===== config.mk =====
export PLATFORM = sky130hd
export DESIGN_NAME = lts_front_flat
export DESIGN_NICKNAME = d
export VERILOG_FILES = /design/src/hdl/lts_pkg.sv /design/src/hdl/lts_stream_if.sv /design/src/hdl/lts_divider.sv /design/src/hdl/lts_front.sv /design/src/flat_wrapper.sv
export SDC_FILE = /design/constraint.sdc
export NUM_CORES = 1
export LEC_CHECK = 0
export BUFFER_PORTS_ARGS = -buffer_cell sky130_fd_sc_hd__buf_4
export CORE_MARGIN = 3
export CORE_UTILIZATION = 57
export DETAILED_ROUTE_END_ITERATION = 7
export PLACE_DENSITY = 0.92
export SETUP_SLACK_MARGIN = 0.5
export SYNTH_ARGS = -nofsm -noshare
export SYNTH_HDL_FRONTEND = slang
export SYNTH_SLANG_ARGS = --single-unit

===== constraint.sdc =====
create_clock -name clk -period 2.8 [get_ports clk]
set_input_delay 0.28 -clock clk [delete_from_list [all_inputs] [get_ports clk]]
set_output_delay 0.28 -clock clk [all_outputs]
set_load 0.1 [all_outputs]

===== src/hdl/lts_pkg.sv =====
// Shared types and constants for the locality traffic split block.
package lts_pkg;

    localparam int MAX_LOCALITIES_DEF = 16;
    localparam int MAX_HOSTS_DEF      = 1023;

    localparam int UTIL_SUM_W  = 26;
    localparam int HOSTS_W     = 10;
    localparam int UTIL_W      = 16;
    localparam int SHARE_W     = 14;
    localparam int INDEX_W     = 4;
    localparam int TOTAL_W     = 5;
    localparam int ALPHA_W     = 17;
    localparam int PCT_W       = 7;
    localparam int CFG_INDEX_W = 2;
    localparam int CFG_DATA_W  = 17;

    localparam logic [CFG_INDEX_W-1:0] REG_EMA_ALPHA  = 2'd0;
    localparam logic [CFG_INDEX_W-1:0] REG_VAR_THRESH = 2'd1;
    localparam logic [CFG_INDEX_W-1:0] REG_PROBE_PCT  = 2'd2;
    localparam logic [CFG_INDEX_W-1:0] REG_MIN_LOCAL  = 2'd3;

    localparam logic [ALPHA_W-1:0] ALPHA_RESET  = 17'd32768;
    localparam logic [UTIL_W-1:0]  THRESH_RESET = 16'd3277;
    localparam logic [SHARE_W-1:0] FULL_SHARE   = 14'd10000;
    localparam int                 UTIL_ONE     = 32768;

    typedef struct packed {
        logic [UTIL_SUM_W-1:0] utilization_sum;
        logic [HOSTS_W-1:0]    valid_hosts;
        logic                  local_present;
        logic                  last_locality;
    } lts_in_t;

    typedef struct packed {
        logic               active;
        logic [SHARE_W-1:0] local_share;
        logic [INDEX_W-1:0] locality_index;
        logic [SHARE_W-1:0] cumulative_capacity;
        logic [TOTAL_W-1:0] locality_total;
        logic               run_end;
    } lts_out_t;

    typedef struct packed {
        logic [ALPHA_W-1:0] smooth_weight;
        logic [UTIL_W-1:0]  variance_threshold;
        logic [PCT_W-1:0]   probe_percent;
        logic [PCT_W-1:0]   local_floor_pct;
    } lts_cfg_t;

endpackage


===== src/hdl/lts_stream_if.sv =====
// Valid/ready channel interfaces for items and configuration writes.
interface lts_in_if;
    logic valid;
    logic ready;
    lts_pkg::lts_in_t data;
    modport source (output valid, output data, input ready);
    modport sink (input valid, input data, output ready);
endinterface



===== src/hdl/lts_divider.sv =====
// Restoring serial divider, one quotient bit per cycle.
module lts_divider #(
    parameter int NUM_W = 48,
    parameter int DEN_W = 48
) (
    input  logic             clk,
    input  logic             rst_n,
    input  logic             start,
    input  logic [NUM_W-1:0] numerator,
    input  logic [DEN_W-1:0] denominator,
    output logic             busy,
    output logic             done,
    output logic [NUM_W-1:0] quotient
);
    localparam int CNT_W = $clog2(NUM_W + 1);

    logic [NUM_W-1:0] quo_reg, quo_next;
    logic [DEN_W:0]   rem_reg, rem_next;
    logic [DEN_W-1:0] den_reg, den_next;
    logic [CNT_W-1:0] cnt_reg, cnt_next;
    logic             busy_reg, busy_next;
    logic             done_reg, done_next;
    logic [DEN_W:0]   trial;

    always_comb
    begin
        quo_next  = quo_reg;
        rem_next  = rem_reg;
        den_next  = den_reg;
        cnt_next  = cnt_reg;
        busy_next = busy_reg;
        done_next = 1'b0;
        trial     = {rem_reg[DEN_W-1:0], quo_reg[NUM_W-1]};
        if (start)
        begin
            quo_next  = numerator;
            rem_next  = '0;
            den_next  = denominator;
            cnt_next  = CNT_W'(NUM_W);
            busy_next = 1'b1;
        end
        else if (busy_reg)
        begin
            if (trial >= {1'b0, den_reg})
            begin
                rem_next = trial - {1'b0, den_reg};
                quo_next = {quo_reg[NUM_W-2:0], 1'b1};
            end
            else
            begin
                rem_next = trial;
                quo_next = {quo_reg[NUM_W-2:0], 1'b0};
            end
            cnt_next = cnt_reg - 1'b1;
            if (cnt_reg == CNT_W'(1))
            begin
                busy_next = 1'b0;
                done_next = 1'b1;
            end
        end
    end

    always_ff @(posedge clk or negedge rst_n)
    begin
        if (!rst_n)
        begin
            busy_reg <= 1'b0;
            done_reg <= 1'b0;
            cnt_reg  <= '0;
        end
        else
        begin
            busy_reg <= busy_next;
            done_reg <= done_next;
            cnt_reg  <= cnt_next;
        end
    end

    always_ff @(posedge clk)
    begin
        quo_reg <= quo_next;
        rem_reg <= rem_next;
        den_reg <= den_next;
    end

    assign busy     = busy_reg;
    assign done     = done_reg;
    assign quotient = quo_reg;
endmodule


===== src/hdl/lts_front.sv =====
// Front end: accepts locality items, computes each raw average and holds it for the back end.
module lts_front #(
    parameter int MAX_LOC = lts_pkg::MAX_LOCALITIES_DEF,
    parameter int MAX_HOST = lts_pkg::MAX_HOSTS_DEF
) (
    input  logic clk,
    input  logic rst_n,
    lts_in_if.sink in_ch,
    output logic                     q_valid,
    input  logic                     q_ready,
    output logic [lts_pkg::UTIL_W-1:0]  q_raw,
    output logic [lts_pkg::HOSTS_W-1:0] q_hosts,
    output logic                     q_local,
    output logic                     q_last,
    output logic                     q_keep
);
    import lts_pkg::*;
    localparam int POS_W = $clog2(MAX_LOC + 1);

    typedef enum logic [2:0] {
        F_IDLE = 3'b001,
        F_DIV  = 3'b010,
        F_OUT  = 3'b100
    } fstate_t;

    fstate_t            st_reg, st_next;
    logic [POS_W-1:0]   pos_reg, pos_next;
    logic [HOSTS_W-1:0] vh_reg, vh_next, vh_in;
    logic               lp_reg, lp_next;
    logic               last_reg, last_next;
    logic               keep_reg, keep_next;
    logic [UTIL_W-1:0]  raw_reg, raw_next;
    logic               div_start, div_busy, div_done;
    logic [27:0]        div_q;
    logic [27:0]        num;

    always_comb
    begin
        vh_in = in_ch.data.valid_hosts;
        if (32'(vh_in) > MAX_HOST)
        begin
            vh_in = HOSTS_W'(MAX_HOST);
        end
    end

    assign num = 28'(in_ch.data.utilization_sum) + 28'(vh_in >> 1);

    lts_divider #(.NUM_W(28), .DEN_W(HOSTS_W)) u_div (
        .clk(clk), .rst_n(rst_n), .start(div_start), .numerator(num),
        .denominator(vh_in), .busy(div_busy), .done(div_done), .quotient(div_q)
    );

    assign in_ch.ready = (st_reg == F_IDLE);

    always_comb
    begin
        st_next   = st_reg;
        pos_next  = pos_reg;
        vh_next   = vh_reg;
        lp_next   = lp_reg;
        last_next = last_reg;
        keep_next = keep_reg;
        raw_next  = raw_reg;
        div_start = 1'b0;
        unique case (st_reg)
            F_IDLE:
            begin
                if (in_ch.valid)
                begin
                    vh_next   = vh_in;
                    lp_next   = in_ch.data.local_present;
                    last_next = in_ch.data.last_locality;
                    keep_next = (32'(pos_reg) < MAX_LOC);
                    raw_next  = '0;
                    if (in_ch.data.last_locality)
                    begin
                        pos_next = '0;
                    end
                    else if (32'(pos_reg) < MAX_LOC)
                    begin
                        pos_next = pos_reg + 1'b1;
                    end
                    if (vh_in != '0 && 32'(pos_reg) < MAX_LOC)
                    begin
                        div_start = 1'b1;
                        st_next   = F_DIV;
                    end
                    else
                    begin
                        st_next = F_OUT;
                    end
                end
            end
            F_DIV:
            begin
                if (div_done)
                begin
                    raw_next = (div_q > 28'd65535) ? 16'hFFFF : div_q[UTIL_W-1:0];
                    st_next  = F_OUT;
                end
            end
            F_OUT:
            begin
                if (q_ready)
                begin
                    st_next = F_IDLE;
                end
            end
            default:
            begin
                st_next = F_IDLE;
            end
        endcase
    end

    always_ff @(posedge clk or negedge rst_n)
    begin
        if (!rst_n)
        begin
            st_reg  <= F_IDLE;
            pos_reg <= '0;
        end
        else
        begin
            st_reg  <= st_next;
            pos_reg <= pos_next;
        end
    end

    always_ff @(posedge clk)
    begin
        vh_reg   <= vh_next;
        lp_reg   <= lp_next;
        last_reg <= last_next;
        keep_reg <= keep_next;
        raw_reg  <= raw_next;
    end

    assign q_valid = (st_reg == F_OUT) && !div_busy;
    assign q_raw   = raw_reg;
    assign q_hosts = vh_reg;
    assign q_local = lp_reg;
    assign q_last  = last_reg;
    assign q_keep  = keep_reg;
endmodule


===== src/flat_wrapper.sv =====
// flat-port wrapper written by rule: the top's interface ports become plain ports
module lts_front_flat import lts_pkg::*;
#(
    parameter int MAX_LOC = lts_pkg::MAX_LOCALITIES_DEF,
    parameter int MAX_HOST = lts_pkg::MAX_HOSTS_DEF
)
  (clk, rst_n, q_valid, q_ready, q_raw, q_hosts, q_local, q_last, q_keep, in_ch_valid, in_ch_data, in_ch_ready);
  lts_in_if in_ch_i ();
  input  logic clk;
  input  logic rst_n;
  output logic q_valid;
  input  logic q_ready;
  output logic [lts_pkg::UTIL_W-1:0] q_raw;
  output logic [lts_pkg::HOSTS_W-1:0] q_hosts;
  output logic q_local;
  output logic q_last;
  output logic q_keep;
  input wire logic [$bits(in_ch_i.valid)-1:0] in_ch_valid;
  input wire logic [$bits(in_ch_i.data)-1:0] in_ch_data;
  output wire logic [$bits(in_ch_i.ready)-1:0] in_ch_ready;
  assign in_ch_i.valid = in_ch_valid;
  assign in_ch_i.data = in_ch_data;
  assign in_ch_ready = in_ch_i.ready;
  lts_front #(.MAX_LOC(MAX_LOC), .MAX_HOST(MAX_HOST)) u_core (.clk(clk), .rst_n(rst_n), .in_ch(in_ch_i), .q_valid(q_valid), .q_ready(q_ready), .q_raw(q_raw), .q_hosts(q_hosts), .q_local(q_local), .q_last(q_last), .q_keep(q_keep));
endmodule

==> impl_metrics.yaml <==
die:
  coreArea_um2: 8340
  effective_utilization_at_floorplan: 0.598
  fp.dieH_um: 99.6
  fp.dieW_um: 99.6
  die-area_um2: 9920
  rows: 33
  number_of_top_level_design_ports: 73
power:
  vdd_drop_max_mv: 0.453
  combPwrFrac: 0.491
  netSwitchingPower_w: 0.00277
  pint_w: 0.00343
  power_frac_seq: 0.381
  power.static_leakage_nw: 2.42
  powerDensity_nw_per_um2: 1060
  pwr-share-clk: 0.128
  power_switching_share: 0.447
cts:
  htree_num_levels: 3
  numCtsBuffers: 9
  clock_latency_ns: 0.36
  cts_root_buffer: "clkbuf_8"
  ctsLongestPathBuffers: 2
  path_clk_slew_ns: 0.09
  clock_sinks: 92
  tritoncts_clock_tree: "yes"
critical_path:
  path_delay_family: "compound AO/OA/AOI/OAI gates"
  crit_required_ns: 3.05
  critical_path.startpoint_type: "register"
  critical-path-slowest-cell: "edfxtp_1"
  cp.arrival_ns: 2.52
  critical_setup_path_class: "reg2reg"
  timing.critical_path.to_type: "register"
  critical_path.cell_chain: "inv_2 > ha_1 > nor2b_1 > o21a_1 > o21ai_1 > a31o_2 > a22oi_4 > buf_12 > nor4b_2 > a311o_1"
  cpPeakStageDelay_ns: 0.40
  cp_num_buf_inv: 2
  timing.critical_path.fanout_max: 12
logic_synthesis:
  synth_top_area_share: 0.403
  synth.top_cells.by_area: "edfxtp_1 (40%), dfrtp_1 (7.0%), ha_1 (5.5%), dfxtp_1 (4.0%), nand2_1 (4.0%)"
  syn_nets: 538
  ys_seq_elements: 92
  synth.mux.area_fraction: 0.0100
  yosysSeqAreaShare: 0.519
  synth_adder_area_share: 0.0632
  yosys.area_share.simple: 0.168
  yosys_warnings: 0
  synth-xor-area-share: 0.0597
  number_of_enable_type_register_cells_in_the_synthesized_netlist: 67
  netlist_area_before_placement_um2: 4990
  postSynthAreaPerCell_um2: 10.6
  yosys.area.top_type: "edfxtp_1"
  largest_family_of_logic_cells_by_synthesized_area: "simple AND/OR/NAND/NOR gates"
  synthFlopType: "edfxtp_1"
  synth.distinct_cells: 61
  ys_async_sr_fraction: 0.163
  syn_inst: 472
  synth_compound_area_frac: 0.139
drt:
  drt-total-wl_mm: 11.7
  remaining_drcs: 0
  detailroute.via_count: 3979
  post_drt_wl_per_cell_um: 17.7
  detail_route.vias_per_cell: 6.03
  drt.antenna.violating_nets: 0
  initialDrtViolationCount: 306
  drt_pre_antenna_iters: 5
sta:
  setup_viol_count_final: 0
  rsz0062_at_grt: "true"
  final_hold_viol_count: 0
  fmax_ghz: 0.440
  number_of_max_slew_violations_in_the_final_report: 0
  time_the_final_worst_path_needs_with_i_o_delays_and_setup_ns: 2.27
  layout_worst_path_cycle_share: 0.811
  maxSlewHeadroom: 0.578
  final.setup_skew_ns: 0.00758
  tns_ns: 0
  worst_slew_pin_slew_ns: 0.631
  hold_ws_ns: 0.0917
global_routing:
  gr-total-overflow: 0
  grt_pass1_vias: 4001
  antenna_found_initial: 0
  largest_net_degree_at_the_start_of_global_routing: 40
  grt_util_all_layers: 0.243
  grt_first_pass_wirelength_mm: 19.0
worst_hold_path:
  hold_path_class: "in2reg"
cells_and_area:
  fin_nets: 616
  max_ffs_per_register: 28
  syn_to_final_growth_pct: 17.7
  fill_cells: 568
  antenna_cells: 0
  final_layout_size_suffix_gt1_frac: 0.232
status:
  status: "finished, final reports clean"
run:
  number_of_maximum_capacitance_constraint_violations: 0
place:
  port_buffers: 72
  gp_congestion: 0.933
  dp.final_hpwl_mm: 8.46
area by class of cell:
cell class	instances	area (um2)	share of cell area
clock buffers	10	128	0.0217
inverters	24	92.6	0.0158
well taps	105	131	0.0224
flip-flops and latches	92	2590	0.441
multi-input cells	339	2250	0.383
clock inverters	6	40.0	0.00682
repair buffers	84	646	0.110
power groups by stage:
stage,combinational (W),clock (W),sequential (W)
after floorplan,0.00165,0,0.00300
after global placement,0.00273,0,0.00235
after detailed placement,0.00285,0,0.00238
after CTS,0.00288,0.000805,0.00236
after global routing,0.00328,0.000857,0.00242
final,0.00305,0.000791,0.00237
worst reg2reg max path, delay by kind of cell (launching register included):
kind | cells | cell delay [ns]
buf+inv | 2 | 0.26
simple gates | 2 | 0.31
flops | 1 | 0.40
fa+ha+maj | 1 | 0.24
compound gates | 5 | 0.96
cell usage after synthesis, drive strengths merged, types with 6 or more instances:
master,count
edfxtp,67
nand2,53
nor2,53
o21ai,47
inv,24
ha,22
a21oi,21
xor2,20
dfrtp,14
nand3,14
xnor2,14
buf,13
nor3,11
dfxtp,10
o211ai,8
and3,7
nor2b,7
nand4,6
nor4,6
per-layer routing:
metal  track usage  part of all wire
met5             0                 0
met4         0.117             0.027
met2         0.402              0.51
met3        0.0442             0.067
met1         0.310              0.40
cell usage in the layout (no fill, tap or decap), types with 3 or more instances in the layout:
cell type / instances
nor3_1: 11
o21a_1: 5
o2111ai_1: 3
and3_1: 7
dfxtp_1: 10
xor2_1: 20
clkbuf_8: 9
nand2_1: 51
inv_1: 19
nand4_1: 6
mux2i_1: 5
nor2_1: 53
xnor2_1: 14
o21ai_0: 8
clkinvlp_4: 3
a21oi_1: 13
o21ai_2: 4
o21ai_1: 35
nand3_1: 14
buf_4: 82
dfrtp_1: 14
ha_1: 22
edfxtp_1: 67
nor4_1: 4
o211ai_1: 7
inv_2: 4
nor2b_1: 7
a21o_1: 5
a21oi_2: 7
worst paths after layout:
check / startpoint / endpoint / slack [ns] / depth (start not counted)
min in group asynchronous: rst_n / u_core.pos_reg[0]$_DFFE_PN0P_ / 0.31 / 2
max reg2reg: u_core.u_div.den_reg[1]$_DFFE_PP_ / u_core.u_div.rem_reg[0]$_SDFFE_PP0P_ / 0.53 / 10
max: u_core.u_div.den_reg[1]$_DFFE_PP_ / u_core.u_div.rem_reg[0]$_SDFFE_PP0P_ / 0.53 / 10
min: in_ch_data[1] / u_core.q_local$_DFFE_PP_ / 0.09 / 1
min reg2reg: u_core.u_div.done$_DFF_PN0_ / u_core.st_reg[1]$_DFFE_PN0P_ / 0.48 / 1
max in group asynchronous: rst_n / u_core.st_reg[0]$_DFFE_PN1P_ / 2.25 / 2
stage by stage:
step                worst slack, ns  cell area [um2]   util  std cells  total power (W)
floorplan                     0.145             5030      -        472          0.00465
global placement              0.359             5610  0.673        636          0.00509
detailed placement            0.270             5610  0.673        636          0.00523
CTS                           0.504             5790  0.695        653          0.00605
global route                  0.467             5870  0.704        660          0.00655
finish                        0.530             5870  0.704        660          0.00620
timing repair:
action                                  in CTS  in global routing
hold buffers                                 1                  0
setup buffers                                0                  7
endpoints found under the setup margin       1                 12
pin swaps                                    0                  4
gates resized for setup                      1                  4
hold endpoints to repair                    15                  0
kinds of logic after synthesis:
group                      after synthesis
buffers and inverters                   41
adders and majority gates               24
muxes                                    5
and+or+nand+nor                        172
xor gates and xnor gates                34
AOI/OAI and AO/OA                      104
DFF                                     92
(Power assumes the default switching activity.)
